$ cat src/design/qsed_pkg.sv
// Shared types and constants for the quoted string escape decoder.
// Used by the decode logic, the result queue, the top level and the checker.
package qsed_pkg;

    localparam int FIFO_DEPTH = 4;

    typedef enum logic [2:0] {
        K_DATA    = 3'd0,
        K_CLOSED  = 3'd1,
        K_UNTERM  = 3'd2,
        K_BADHEX  = 3'd3,
        K_NOQUOTE = 3'd4
    } t_kind;

    typedef enum logic [5:0] {
        M_IDLE = 6'b000001,
        M_BODY = 6'b000010,
        M_ESC  = 6'b000100,
        M_HEX0 = 6'b001000,
        M_HEX1 = 6'b010000,
        M_OCT  = 6'b100000
    } t_mode;

    typedef struct packed {
        logic [7:0] data;
        t_kind      kind;
        logic       last;
    } t_result;

    typedef struct packed {
        t_mode      mode;
        logic [7:0] val;
        logic [1:0] cnt;
    } t_state;

    typedef struct packed {
        logic [1:0] num;
        t_result    r0;
        t_result    r1;
        t_state     nxt;
    } t_step;

endpackage

$ cat src/design/qsed_decode.sv
// Combinational step of the decoder: one source byte and the current state
// give up to two result words and the next state. Depends on qsed_pkg.
module qsed_decode (
    input  qsed_pkg::t_state i_state,
    input  logic [7:0]       i_byte,
    output qsed_pkg::t_step  o_step
);
    import qsed_pkg::*;

    typedef struct packed {
        logic    emit;
        t_result res;
        t_mode   mode;
    } t_body;

    function automatic t_result mk(input logic [7:0] d, input t_kind k);
        t_result r;
        r.data = d;
        r.kind = k;
        r.last = 1'b0;
        return r;
    endfunction

    // Plain string byte: close, end of input, start of escape, or data.
    function automatic t_body body_step(input logic [7:0] b);
        t_body o;
        o.emit = 1'b1;
        o.res  = mk(b, K_DATA);
        o.mode = M_BODY;
        if (b == 8'd0) begin
            o.res  = mk(8'd0, K_UNTERM);
            o.mode = M_IDLE;
        end else if (b == 8'h22) begin
            o.res  = mk(8'd0, K_CLOSED);
            o.mode = M_IDLE;
        end else if (b == 8'h5c) begin
            o.emit = 1'b0;
            o.mode = M_ESC;
        end
        return o;
    endfunction

    function automatic logic [4:0] hex_digit(input logic [7:0] b);
        logic [4:0] r;
        r = 5'd0;
        if (b >= 8'h30 && b <= 8'h39) begin
            r = {1'b1, 4'(b - 8'h30)};
        end else if (b >= 8'h61 && b <= 8'h66) begin
            r = {1'b1, 4'(b - 8'h57)};
        end else if (b >= 8'h41 && b <= 8'h46) begin
            r = {1'b1, 4'(b - 8'h37)};
        end
        return r;
    endfunction

    function automatic logic [8:0] simple_escape(input logic [7:0] b);
        logic [8:0] r;
        case (b)
            8'h6e:   r = {1'b1, 8'd10};
            8'h74:   r = {1'b1, 8'd9};
            8'h72:   r = {1'b1, 8'd13};
            8'h62:   r = {1'b1, 8'd8};
            8'h66:   r = {1'b1, 8'd12};
            8'h76:   r = {1'b1, 8'd11};
            8'h61:   r = {1'b1, 8'd7};
            8'h5c:   r = {1'b1, 8'd92};
            8'h22:   r = {1'b1, 8'd34};
            8'h27:   r = {1'b1, 8'd39};
            8'h3f:   r = {1'b1, 8'd63};
            default: r = 9'd0;
        endcase
        return r;
    endfunction

    logic       is_oct;
    logic [4:0] hd;
    logic [8:0] se;
    logic [7:0] oct_val;
    logic [1:0] oct_cnt;
    t_body      bs;
    t_step      s;

    assign is_oct  = (i_byte >= 8'h30) && (i_byte <= 8'h37);
    assign hd      = hex_digit(i_byte);
    assign se      = simple_escape(i_byte);
    assign oct_val = {i_state.val[4:0], i_byte[2:0]};
    assign oct_cnt = i_state.cnt + 2'd1;
    assign bs      = body_step(i_byte);

    always_comb begin
        s.num = 2'd0;
        s.r0  = mk(8'd0, K_DATA);
        s.r1  = mk(8'd0, K_DATA);
        s.nxt = i_state;
        case (i_state.mode)
            M_BODY: begin
                s.num      = {1'b0, bs.emit};
                s.r0       = bs.res;
                s.nxt.mode = bs.mode;
            end
            M_ESC: begin
                if (i_byte == 8'd0) begin
                    s.nxt.mode = M_IDLE;
                    s.num      = 2'd1;
                    s.r0       = mk(8'd0, K_UNTERM);
                end else if (i_byte == 8'h78) begin
                    s.nxt.mode = M_HEX0;
                end else if (is_oct) begin
                    s.nxt.val  = {5'd0, i_byte[2:0]};
                    s.nxt.cnt  = 2'd1;
                    s.nxt.mode = M_OCT;
                end else begin
                    s.nxt.mode = M_BODY;
                    if (se[8]) begin
                        s.num = 2'd1;
                        s.r0  = mk(se[7:0], K_DATA);
                    end else begin
                        // unknown escape: keep the backslash
                        s.num = 2'd2;
                        s.r0  = mk(8'h5c, K_DATA);
                        s.r1  = mk(i_byte, K_DATA);
                    end
                end
            end
            M_HEX0: begin
                if (i_byte == 8'd0) begin
                    s.nxt.mode = M_IDLE;
                    s.num      = 2'd1;
                    s.r0       = mk(8'd0, K_UNTERM);
                end else if (!hd[4]) begin
                    s.nxt.mode = M_IDLE;
                    s.num      = 2'd1;
                    s.r0       = mk(8'd0, K_BADHEX);
                end else begin
                    s.nxt.val  = {4'd0, hd[3:0]};
                    s.nxt.mode = M_HEX1;
                end
            end
            M_HEX1: begin
                s.nxt.val = 8'd0;
                if (hd[4]) begin
                    s.num      = 2'd1;
                    s.r0       = mk({i_state.val[3:0], hd[3:0]}, K_DATA);
                    s.nxt.mode = M_BODY;
                end else begin
                    // flush the held digit, then treat the byte as body
                    s.num      = {bs.emit, ~bs.emit};
                    s.r0       = mk(i_state.val, K_DATA);
                    s.r1       = bs.res;
                    s.nxt.mode = bs.mode;
                end
            end
            M_OCT: begin
                if (is_oct) begin
                    if (oct_cnt == 2'd3) begin
                        s.num      = 2'd1;
                        s.r0       = mk(oct_val, K_DATA);
                        s.nxt.mode = M_BODY;
                        s.nxt.val  = 8'd0;
                        s.nxt.cnt  = 2'd0;
                    end else begin
                        s.nxt.val = oct_val;
                        s.nxt.cnt = oct_cnt;
                    end
                end else begin
                    s.num      = {bs.emit, ~bs.emit};
                    s.r0       = mk(i_state.val, K_DATA);
                    s.r1       = bs.res;
                    s.nxt.mode = bs.mode;
                    s.nxt.val  = 8'd0;
                    s.nxt.cnt  = 2'd0;
                end
            end
            default: begin
                s.nxt.val = 8'd0;
                s.nxt.cnt = 2'd0;
                if (i_byte == 8'h22) begin
                    s.nxt.mode = M_BODY;
                end else begin
                    s.nxt.mode = M_IDLE;
                    s.num      = 2'd1;
                    s.r0       = mk(8'd0, K_NOQUOTE);
                end
            end
        endcase
        // mark the final word of this byte
        if (s.num == 2'd1) begin
            s.r0.last = 1'b1;
        end else if (s.num == 2'd2) begin
            s.r1.last = 1'b1;
        end
    end

    assign o_step = s;

endmodule

$ cat src/design/qsed_out_fifo.sv
// Small result queue: takes zero, one or two words per cycle, gives one when popped.
// Depends on qsed_pkg for the result word type.
module qsed_out_fifo #(
    parameter int Depth = qsed_pkg::FIFO_DEPTH
) (
    input  logic                        i_clk,
    input  logic                        i_rst_n,
    input  logic [1:0]                  i_push_num,
    input  qsed_pkg::t_result           i_din0,
    input  qsed_pkg::t_result           i_din1,
    input  logic                        i_pop,
    output qsed_pkg::t_result           o_head,
    output logic                        o_valid,
    output logic [$clog2(Depth+1)-1:0]  o_count
);
    import qsed_pkg::*;

    localparam int PW = (Depth > 1) ? $clog2(Depth) : 1;
    localparam int CW = $clog2(Depth + 1);

    function automatic logic [PW-1:0] inc(input logic [PW-1:0] p);
        return (p == PW'(Depth - 1)) ? '0 : p + PW'(1);
    endfunction

    t_result         r_mem [Depth];
    logic [PW-1:0]   r_wp, n_wp;
    logic [PW-1:0]   r_rp, n_rp;
    logic [CW-1:0]   r_count, n_count;
    logic [PW-1:0]   wp1;
    logic            pop_ok;

    assign wp1    = inc(r_wp);
    assign pop_ok = i_pop && (r_count != '0);

    always_comb begin
        n_wp    = r_wp;
        n_rp    = pop_ok ? inc(r_rp) : r_rp;
        n_count = r_count + CW'(i_push_num) - CW'(pop_ok);
        if (i_push_num == 2'd1) begin
            n_wp = wp1;
        end else if (i_push_num == 2'd2) begin
            n_wp = inc(wp1);
        end
    end

    always_ff @(posedge i_clk) begin
        if (i_push_num != 2'd0) begin
            r_mem[r_wp] <= i_din0;
        end
        if (i_push_num == 2'd2) begin
            r_mem[wp1] <= i_din1;
        end
    end

    always_ff @(posedge i_clk) begin
        if (!i_rst_n) begin
            r_wp    <= '0;
            r_rp    <= '0;
            r_count <= '0;
        end else begin
            r_wp    <= n_wp;
            r_rp    <= n_rp;
            r_count <= n_count;
        end
    end

    assign o_head  = r_mem[r_rp];
    assign o_valid = (r_count != '0);
    assign o_count = r_count;

endmodule

$ cat src/design/quoted_string_escape_decoder_core.sv
// Quoted string escape decoder, top level.
// Each byte is registered, then its result words go into the queue that drives the output.
// One byte per cycle while the queue has room for two words; a byte that yields two words
// gives them out in turn, and the four-word result queue sets how far input runs ahead.
// Reset (synchronous, active low) empties the queue and input register and
// returns the decoder to waiting for an opening quote.
module quoted_string_escape_decoder_core #(
    parameter int FifoDepth = qsed_pkg::FIFO_DEPTH
) (
    input  logic       i_clk,
    input  logic       i_rst_n,
    input  logic       i_valid,
    output logic       o_stall,
    input  logic [7:0] i_in_byte,
    output logic       o_valid,
    input  logic       i_stall,
    output logic [7:0] o_out_byte,
    output logic [2:0] o_kind,
    output logic       o_last
);
    import qsed_pkg::*;

    localparam int CW = $clog2(FifoDepth + 1);

    logic          r_in_valid;
    logic [7:0]    r_in_byte;
    t_state        r_state;
    t_step         step;
    logic          process;
    logic [1:0]    push_num;
    logic [CW-1:0] count;
    t_result       head;

    // step only when the queue can take two words
    assign process  = r_in_valid && (count <= CW'(FifoDepth - 2));
    assign o_stall  = r_in_valid && !process;
    assign push_num = process ? step.num : 2'd0;

    qsed_decode u_decode (
        .i_state (r_state),
        .i_byte  (r_in_byte),
        .o_step  (step)
    );

    qsed_out_fifo #(
        .Depth (FifoDepth)
    ) u_fifo (
        .i_clk      (i_clk),
        .i_rst_n    (i_rst_n),
        .i_push_num (push_num),
        .i_din0     (step.r0),
        .i_din1     (step.r1),
        .i_pop      (!i_stall),
        .o_head     (head),
        .o_valid    (o_valid),
        .o_count    (count)
    );

    always_ff @(posedge i_clk) begin
        if (!i_rst_n) begin
            r_in_valid    <= 1'b0;
            r_state.mode  <= M_IDLE;
            r_state.val   <= 8'd0;
            r_state.cnt   <= 2'd0;
        end else begin
            if (!o_stall) begin
                r_in_valid <= i_valid;
            end
            if (process) begin
                r_state <= step.nxt;
            end
        end
    end

    always_ff @(posedge i_clk) begin
        if (i_valid && !o_stall) begin
            r_in_byte <= i_in_byte;
        end
    end

    assign o_out_byte = head.data;
    assign o_kind     = head.kind;
    assign o_last     = head.last;

endmodule

$ cat config.mk
export PLATFORM = sky130hd
export DESIGN_NAME = quoted_string_escape_decoder_core
export DESIGN_NICKNAME = d
export VERILOG_FILES = /design/src/design/qsed_pkg.sv /design/src/design/qsed_decode.sv /design/src/design/qsed_out_fifo.sv /design/src/design/quoted_string_escape_decoder_core.sv
export SDC_FILE = /design/constraint.sdc
export NUM_CORES = 1
export LEC_CHECK = 0
export ABC_AREA = 1
export BUFFER_PORTS_ARGS = -buffer_cell sky130_fd_sc_hd__clkbuf_2
export CAP_MARGIN = 20
export CELL_PAD_IN_SITES_DETAIL_PLACEMENT = 0
export CELL_PAD_IN_SITES_GLOBAL_PLACEMENT = 1
export CORE_MARGIN = 2
export CORE_UTILIZATION = 47
export CTS_BUF_LIST = sky130_fd_sc_hd__clkbuf_8
export DETAILED_ROUTE_END_ITERATION = 10
export GPL_TIMING_DRIVEN = 1
export MAX_ROUTING_LAYER = met4
export PLACE_DENSITY = 0.85
export SLEW_MARGIN = 20
export SYNTH_ARGS = -nofsm -noshare
export SYNTH_HDL_FRONTEND = slang
export SYNTH_SLANG_ARGS = --single-unit
$ cat constraint.sdc
create_clock -name i_clk -period 4.2 [get_ports i_clk]
set_clock_uncertainty 0.1 [all_clocks]
set_input_delay 0.63 -clock i_clk [delete_from_list [all_inputs] [get_ports i_clk]]
set_output_delay 0.63 -clock i_clk [all_outputs]
set_load 0.03 [all_outputs]
After elaboration in Yosys (flattened, before gate mapping)
Memory sizes are Yosys's and may differ from the RTL's. A register that Yosys moved wholly into a read port is not among the register bits.
Cells that the tools add are included.
Word-level totals
  flip-flop bits (word level): 32
  bits in writable memories: 48
  input port bits: 12
  output and inout bits: 14
  logic and storage cells: 139
  memories kept: 1
Memory list
  u_fifo.r_mem: words 4, width 12, read ports 1, clocked after memory_dff 1, write ports 2, RTL line qsed_out_fifo.sv:25  | t_result r_mem [Depth];
Operators by class
  add/sub/neg operators: 9
  order comparisons: 8
  eq/ne operators: 31
  muxes and demuxes: 60
  bitwise logic cells: 3
  reduce and logical (&&, ||, !) cells: 19
Operator list (number)
  9-bit one-hot mux with 11 select lines: 1
  8-bit by 7-bit == test with 1-bit output (second input constant): 9
  14-bit 2-to-1 mux: 5
  14-bit one-hot mux with 5 select lines: 1
  12-bit 2-to-1 mux: 5
  26-bit 2-to-1 mux: 2
  6-bit 2-to-1 mux: 7
  10-bit 2-to-1 mux: 4
  13-bit 2-to-1 mux: 3
  12-bit one-hot mux with 3 select lines: 1
  8-bit one-hot mux with 4 select lines: 1
  6-bit one-hot mux with 5 select lines: 1
  8-bit by 6-bit == test with 1-bit output (second input constant): 3
  5-bit 2-to-1 mux: 4
  18-bit 2-to-1 mux: 1
  2-bit 2-to-1 mux: 9
  8-bit by 7-bit >= comparator with 1-bit output (second input constant): 2
  8-bit by 6-bit less-or-equal comparator with 1-bit output (second input constant): 2
  8-bit by 7-bit less-or-equal comparator with 1-bit output (second input constant): 2
  16-bit 2-to-1 mux: 1
  8-bit 2-to-1 mux: 2
  2-bit == test (second input constant): 6
  1-bit 2-to-1 mux: 10
  2-bit by 1-bit adder with 2-bit output (second input constant): 4
  27 further kinds: 44

Depth between registers and ports, before layout
  depth after elaboration: 12
  mapped depth: 22
  mapped depth without buffers: 21

Cells and area by module
A second synthesis with hierarchy kept.
Unflattened totals
  cell total of the unflattened synthesis: 781
  area, all modules: 5580.4 µm²
By module, submodules not included
  qsed_out_fifo: times used 1, cells each 316, area each 2891.5 µm², seq. area each 1621.6 µm²
  qsed_decode: times used 1, cells each 311, area each 1529.0 µm², seq. area each 0.0 µm²
  quoted_string_escape_decoder_core: times used 1, cells each 154, area each 1159.9 µm², seq. area each 580.6 µm²

Worst setup path before layout
No wires, ideal clock.
  kind: register to register
  start point: register r_in_byte[0]
  end point: memory u_fifo.r_mem[0][0] (netlist bit), data pin
  library setup time: 0.130 ns
  arrival: 3.004 ns
  data required time: 3.970 ns
  setup slack: 0.966 ns
  stages on the path, launching flop included: 19
  path buffers: 1
  clock period less this slack: 3.234 ns
  path through: edfxtp_1 > inv_1 > ha_1 > nand3_1 > nor3_1 > nor2_1 > nand3_2 > nor2_4 > nor2_4 > nor2_4 > nand2_1 > inv_2 > ha_1 > nand2_1 > clkinv_1 > nor2_1 > clkbuf_1 > nand3_1 > nand2_1
RTL lines
  start, declared: RTL line quoted_string_escape_decoder_core.sv:26  | logic [7:0] r_in_byte;
  start signal, assigned: RTL line quoted_string_escape_decoder_core.sv:77  | r_in_byte <= i_in_byte;
  end, declared: RTL line qsed_out_fifo.sv:25

==> impl_metrics.prom <==
# TYPE chip_impl_metric gauge
chip_impl_info{name="status",value="finished, final reports clean"} 1
chip_impl_metric{name="cp_num_buf_inv",unit=""} 3
chip_impl_info{name="hp-class",value="in2reg"} 1
chip_impl_metric{name="drc_errors",unit=""} 0
chip_impl_info{name="timing.critical_path.max_delay_family",value="simple AND/OR/NAND/NOR gates"} 1
chip_impl_metric{name="grt_total_usage",unit="%"} 26.0
chip_impl_metric{name="finalHoldWorstSlack",unit="ns"} 0.330
chip_impl_metric{name="relSlewSlack",unit="%"} 51.0
chip_impl_info{name="cp_cell_sequence",value="inv_1 -> ha_1 -> nand3_1 -> nor3_1 -> nor2_1 -> nand3_2 -> nand2_1 -> nand4_1 -> nand3_1 -> ha_1 -> nand2_1 -> clkinvlp_4 -> nor2_1 -> buf_4 -> nand3_1 -> nand2_1"} 1
chip_impl_metric{name="synth.yosys.seq_area_share",unit="%"} 40.6
chip_impl_metric{name="final_design_area_no_fill",unit="um2"} 5860
chip_impl_metric{name="cts-buffers-inserted",unit=""} 9
chip_impl_metric{name="nets",unit=""} 791
chip_impl_info{name="rsz_0062_raised_after_global_routing",value="no"} 1
chip_impl_metric{name="grt_start_max_net_pins",unit=""} 26
chip_impl_info{name="tritoncts",value="done"} 1
chip_impl_metric{name="postSynthNetCount",unit=""} 761
chip_impl_metric{name="final.setup.worst_slack",unit="ns"} 0.358
chip_impl_metric{name="timing.final.hold_violations",unit=""} 0
chip_impl_metric{name="route.final.wire_length",unit="mm"} 14.5
chip_impl_metric{name="floorplan.core_area",unit="um2"} 10900
chip_impl_metric{name="ant_nets",unit=""} 0
chip_impl_metric{name="ys.warnings.count",unit=""} 0
chip_impl_metric{name="first_pass_grt_wire_length",unit="mm"} 23.2
chip_impl_info{name="cts_root_buf",value="sky130_fd_sc_hd__clkbuf_8"} 1
chip_impl_metric{name="starting_density_of_the_core",unit="%"} 48.6
chip_impl_metric{name="achievable-frequency",unit="MHz"} 260
chip_impl_metric{name="synth_compound_area_share",unit="%"} 11.2
chip_impl_metric{name="ir_drop",unit="V"} 0.000246
chip_impl_metric{name="power_leakage",unit="nW"} 2.63
chip_impl_metric{name="num_vias",unit=""} 4938
chip_impl_info{name="cp_slowest_cell",value="sky130_fd_sc_hd__edfxtp_1"} 1
chip_impl_metric{name="timing.max_cap.violations",unit=""} 0
chip_impl_metric{name="syn_avg_cell_area",unit="um2"} 7.30
chip_impl_metric{name="cts_buffer_depth",unit=""} 2
chip_impl_metric{name="cp_peak_stage_delay",unit="ns"} 0.52
chip_impl_metric{name="layout-drive-gt1-share",unit="%"} 13.1
chip_impl_metric{name="setup_violating_endpoint_count_in_the_final_report",unit=""} 0
chip_impl_metric{name="timing.critical_path.arrival",unit="ns"} 3.98
chip_impl_metric{name="grt_antenna_before_repair",unit=""} 0
chip_impl_info{name="yosysTopAreaCell",value="sky130_fd_sc_hd__edfxtp_1"} 1
chip_impl_metric{name="synth-seq-cells",unit=""} 82
chip_impl_metric{name="first_iter_violations",unit=""} 364
chip_impl_info{name="synth_top_cells_by_area",value="sky130_fd_sc_hd__edfxtp_1, sky130_fd_sc_hd__nand2_1, sky130_fd_sc_hd__dfxtp_1, sky130_fd_sc_hd__nand3_1, sky130_fd_sc_hd__nor2_1"} 1
chip_impl_metric{name="clock_latency_at_the_later_pin_of_the_worst_skew_pair",unit="ns"} 0.37
chip_impl_info{name="path_class",value="reg2reg"} 1
chip_impl_metric{name="required_worst_endpoint",unit="ns"} 4.34
chip_impl_metric{name="cts.sink_count",unit=""} 82
chip_impl_metric{name="floorplan.io_pins",unit=""} 26
chip_impl_metric{name="drt_first_pass_iters",unit=""} 5
chip_impl_metric{name="period_needed",unit="ns"} 3.84
chip_impl_metric{name="yosys.area_share.xor_xnor",unit="%"} 0.659
chip_impl_metric{name="n_antenna_cell",unit=""} 0
chip_impl_metric{name="grt-ovfl-total",unit=""} 0
chip_impl_metric{name="worst_slack_at_placement",unit="ns"} 0.334
chip_impl_metric{name="dr_wl_cell",unit="um"} 16.1
chip_impl_metric{name="mapped_cells",unit=""} 729
chip_impl_metric{name="min_period_over_period",unit="%"} 91.5
chip_impl_metric{name="post_dp_cell_area",unit="um2"} 5600
chip_impl_metric{name="clkSlewWorstSetupHoldPaths",unit="ns"} 0.09
chip_impl_metric{name="first_global_vias",unit=""} 4442
chip_impl_metric{name="num_rows",unit=""} 38
chip_impl_metric{name="area_growth_syn_to_layout",unit="%"} 10.1
chip_impl_metric{name="post_drt_via_cell_ratio",unit=""} 5.46
chip_impl_metric{name="power-per-cell-area",unit="nW/um2"} 417
chip_impl_info{name="cp-end-kind",value="flip-flop"} 1
chip_impl_metric{name="synth_top_area_share",unit="%"} 29.4
chip_impl_metric{name="io_buffers",unit=""} 25
chip_impl_metric{name="floorplan.die.height",unit="um"} 110
chip_impl_info{name="setup.worst_path.start_class",value="flip-flop"} 1
chip_impl_metric{name="synthAdderAreaFrac",unit="%"} 4.84
chip_impl_metric{name="timing_worst_slew_pin_value",unit="ns"} 0.732
chip_impl_metric{name="hpwlAfterDp",unit="mm"} 11.3
chip_impl_metric{name="synth_simple_gate_area_share",unit="%"} 35.2
chip_impl_metric{name="final.setup.tns",unit="ns"} 0
chip_impl_metric{name="synth_cell_type_count",unit=""} 41
chip_impl_metric{name="critPathMaxFanout",unit=""} 10
chip_impl_metric{name="routabilityCongestion",unit=""} 1.01
chip_impl_metric{name="post_synth_mux_area_share",unit="%"} 0
chip_impl_metric{name="total_number_of_h_tree_levels",unit=""} 3
chip_impl_metric{name="final_max_slew_viol_count",unit=""} 0
chip_impl_metric{name="die_w",unit="um"} 110
chip_impl_metric{name="post_synthesis_instance_area",unit="um2"} 5320
chip_impl_metric{name="cts-hold-fix-buffers",unit=""} 0
chip_impl_metric{name="die_area",unit="um2"} 12200
chip_impl_info{name="synth_top_family_by_area",value="simple AND/OR/NAND/NOR gates"} 1
[metal layers]
| metal | up-vias | global-route usage (%) | part of all wire [%] |
|---|---|---|---|
| met2 | 152 | 42.7 | 48 |
| li1 | 2456 | - | - |
| met1 | 2300 | 33.4 | 45 |
| met3 | 30 | 2.70 | 4.3 |
| met5 | - | - | 0 |
| met4 | 0 | 9.29 | 2.4 |
[kinds of logic (layout without fill, tap and decap cells)]
| group | Yosys count | after routing |
|---|---|---|
| buffers and inverters | 98 | 133 |
| adder cells (fa/ha/maj) | 20 | 20 |
| flip-flops | 82 | 82 |
| AND/OR/NAND/NOR | 422 | 422 |
| AO/OA/AOI/OAI | 103 | 103 |
| XOR/XNOR | 4 | 4 |
[metrics by stage]
step	util, %	std cells	power [W]
floorplan	-	729	0.00158
global placement	51.2	887	0.00176
detailed placement	51.2	887	0.00178
CTS	53.4	903	0.00245
global route	53.6	904	0.00258
finish	53.6	904	0.00244
[cells in the mapped netlist (all sizes together)]
library cell and count:
dfxtp 30, o211a 1, ha 19, xnor2 1
xor2 3, o2111ai 1, a31oi 3, nand2 243
nand3 63, a211oi 4, clkinv 6, o21ai 49
a21oi 22, buf 5, nand4 10, o22ai 19
edfxtp 52, nor4 1, o211ai 3, fa 1
nor3 10, nor2 93, nand3b 2, inv 77
o311ai 1, clkbuf 10
[worst paths after layout]
check	cells past startpoint	end	slack [ns]	from
worst max-delay path	16	u_fifo.r_mem[2][0]$_DFFE_PP_	0.36	r_in_byte[0]$_DFFE_PP_
worst max register to register	16	u_fifo.r_mem[2][0]$_DFFE_PP_	0.36	r_in_byte[0]$_DFFE_PP_
worst min-delay path	1	r_in_byte[2]$_DFFE_PP_	0.33	i_in_byte[2]
worst min register to register	2	r_state[7]$_SDFFE_PN0P_	0.38	r_state[7]$_SDFFE_PN0P_
[cells in the final DEF (no fill, tap or decap), types with 19 or more instances in the layout]
| master | synthesis | layout |
|---|---|---|
| sky130_fd_sc_hd__nor2_1 | 77 | 76 |
| sky130_fd_sc_hd__edfxtp_1 | 52 | 52 |
| sky130_fd_sc_hd__o21ai_0 | 47 | 47 |
| sky130_fd_sc_hd__nand3_1 | 61 | 61 |
| sky130_fd_sc_hd__dfxtp_1 | 30 | 30 |
| sky130_fd_sc_hd__inv_1 | 68 | 68 |
| sky130_fd_sc_hd__clkbuf_2 | 0 | 25 |
| sky130_fd_sc_hd__a21oi_1 | 21 | 21 |
| sky130_fd_sc_hd__ha_1 | 19 | 19 |
| sky130_fd_sc_hd__nand2_1 | 229 | 229 |
[repair_timing]
action	CTS	global route
gates resized for setup	0	4
endpoints found under the setup margin	0	23
setup buffers	0	1
[power breakdown]
part / total (W) / switching, W / internal (W) / leakage [nW]
Sequential: 0.000997 / 0.0000613 / 0.000935 / 0.763
Combinational: 0.000767 / 0.000538 / 0.000229 / 1.74
Clock: 0.000677 / 0.000306 / 0.000371 / 0.120
[worst reg2reg max path, delay by kind of cell, from the launching register on]
family	cells	cell delay, ns
simple gates	11	1.82
fa+ha+maj	2	0.59
buf+inv	3	0.68
flops	1	0.52
[final cells by class]
type,count,area [um2]
sequential,82,2160
tap,140,175
fill,1100,5080
timing repair buffer,34,193
clock buffer,11,151
clock inverter,5,83.8
multi-input combinational,549,2770
inverter,83,325
[flip-flops by register name, indices dropped and copies added, names as in the netlist, named ones only]
register        cells
r_in_byte           8
r_in_valid          1
r_state            16
u_fifo.o_count      3
u_fifo.r_mem       48
u_fifo.r_rp         2
u_fifo.r_wp         2
(Power assumes the default switching activity.)
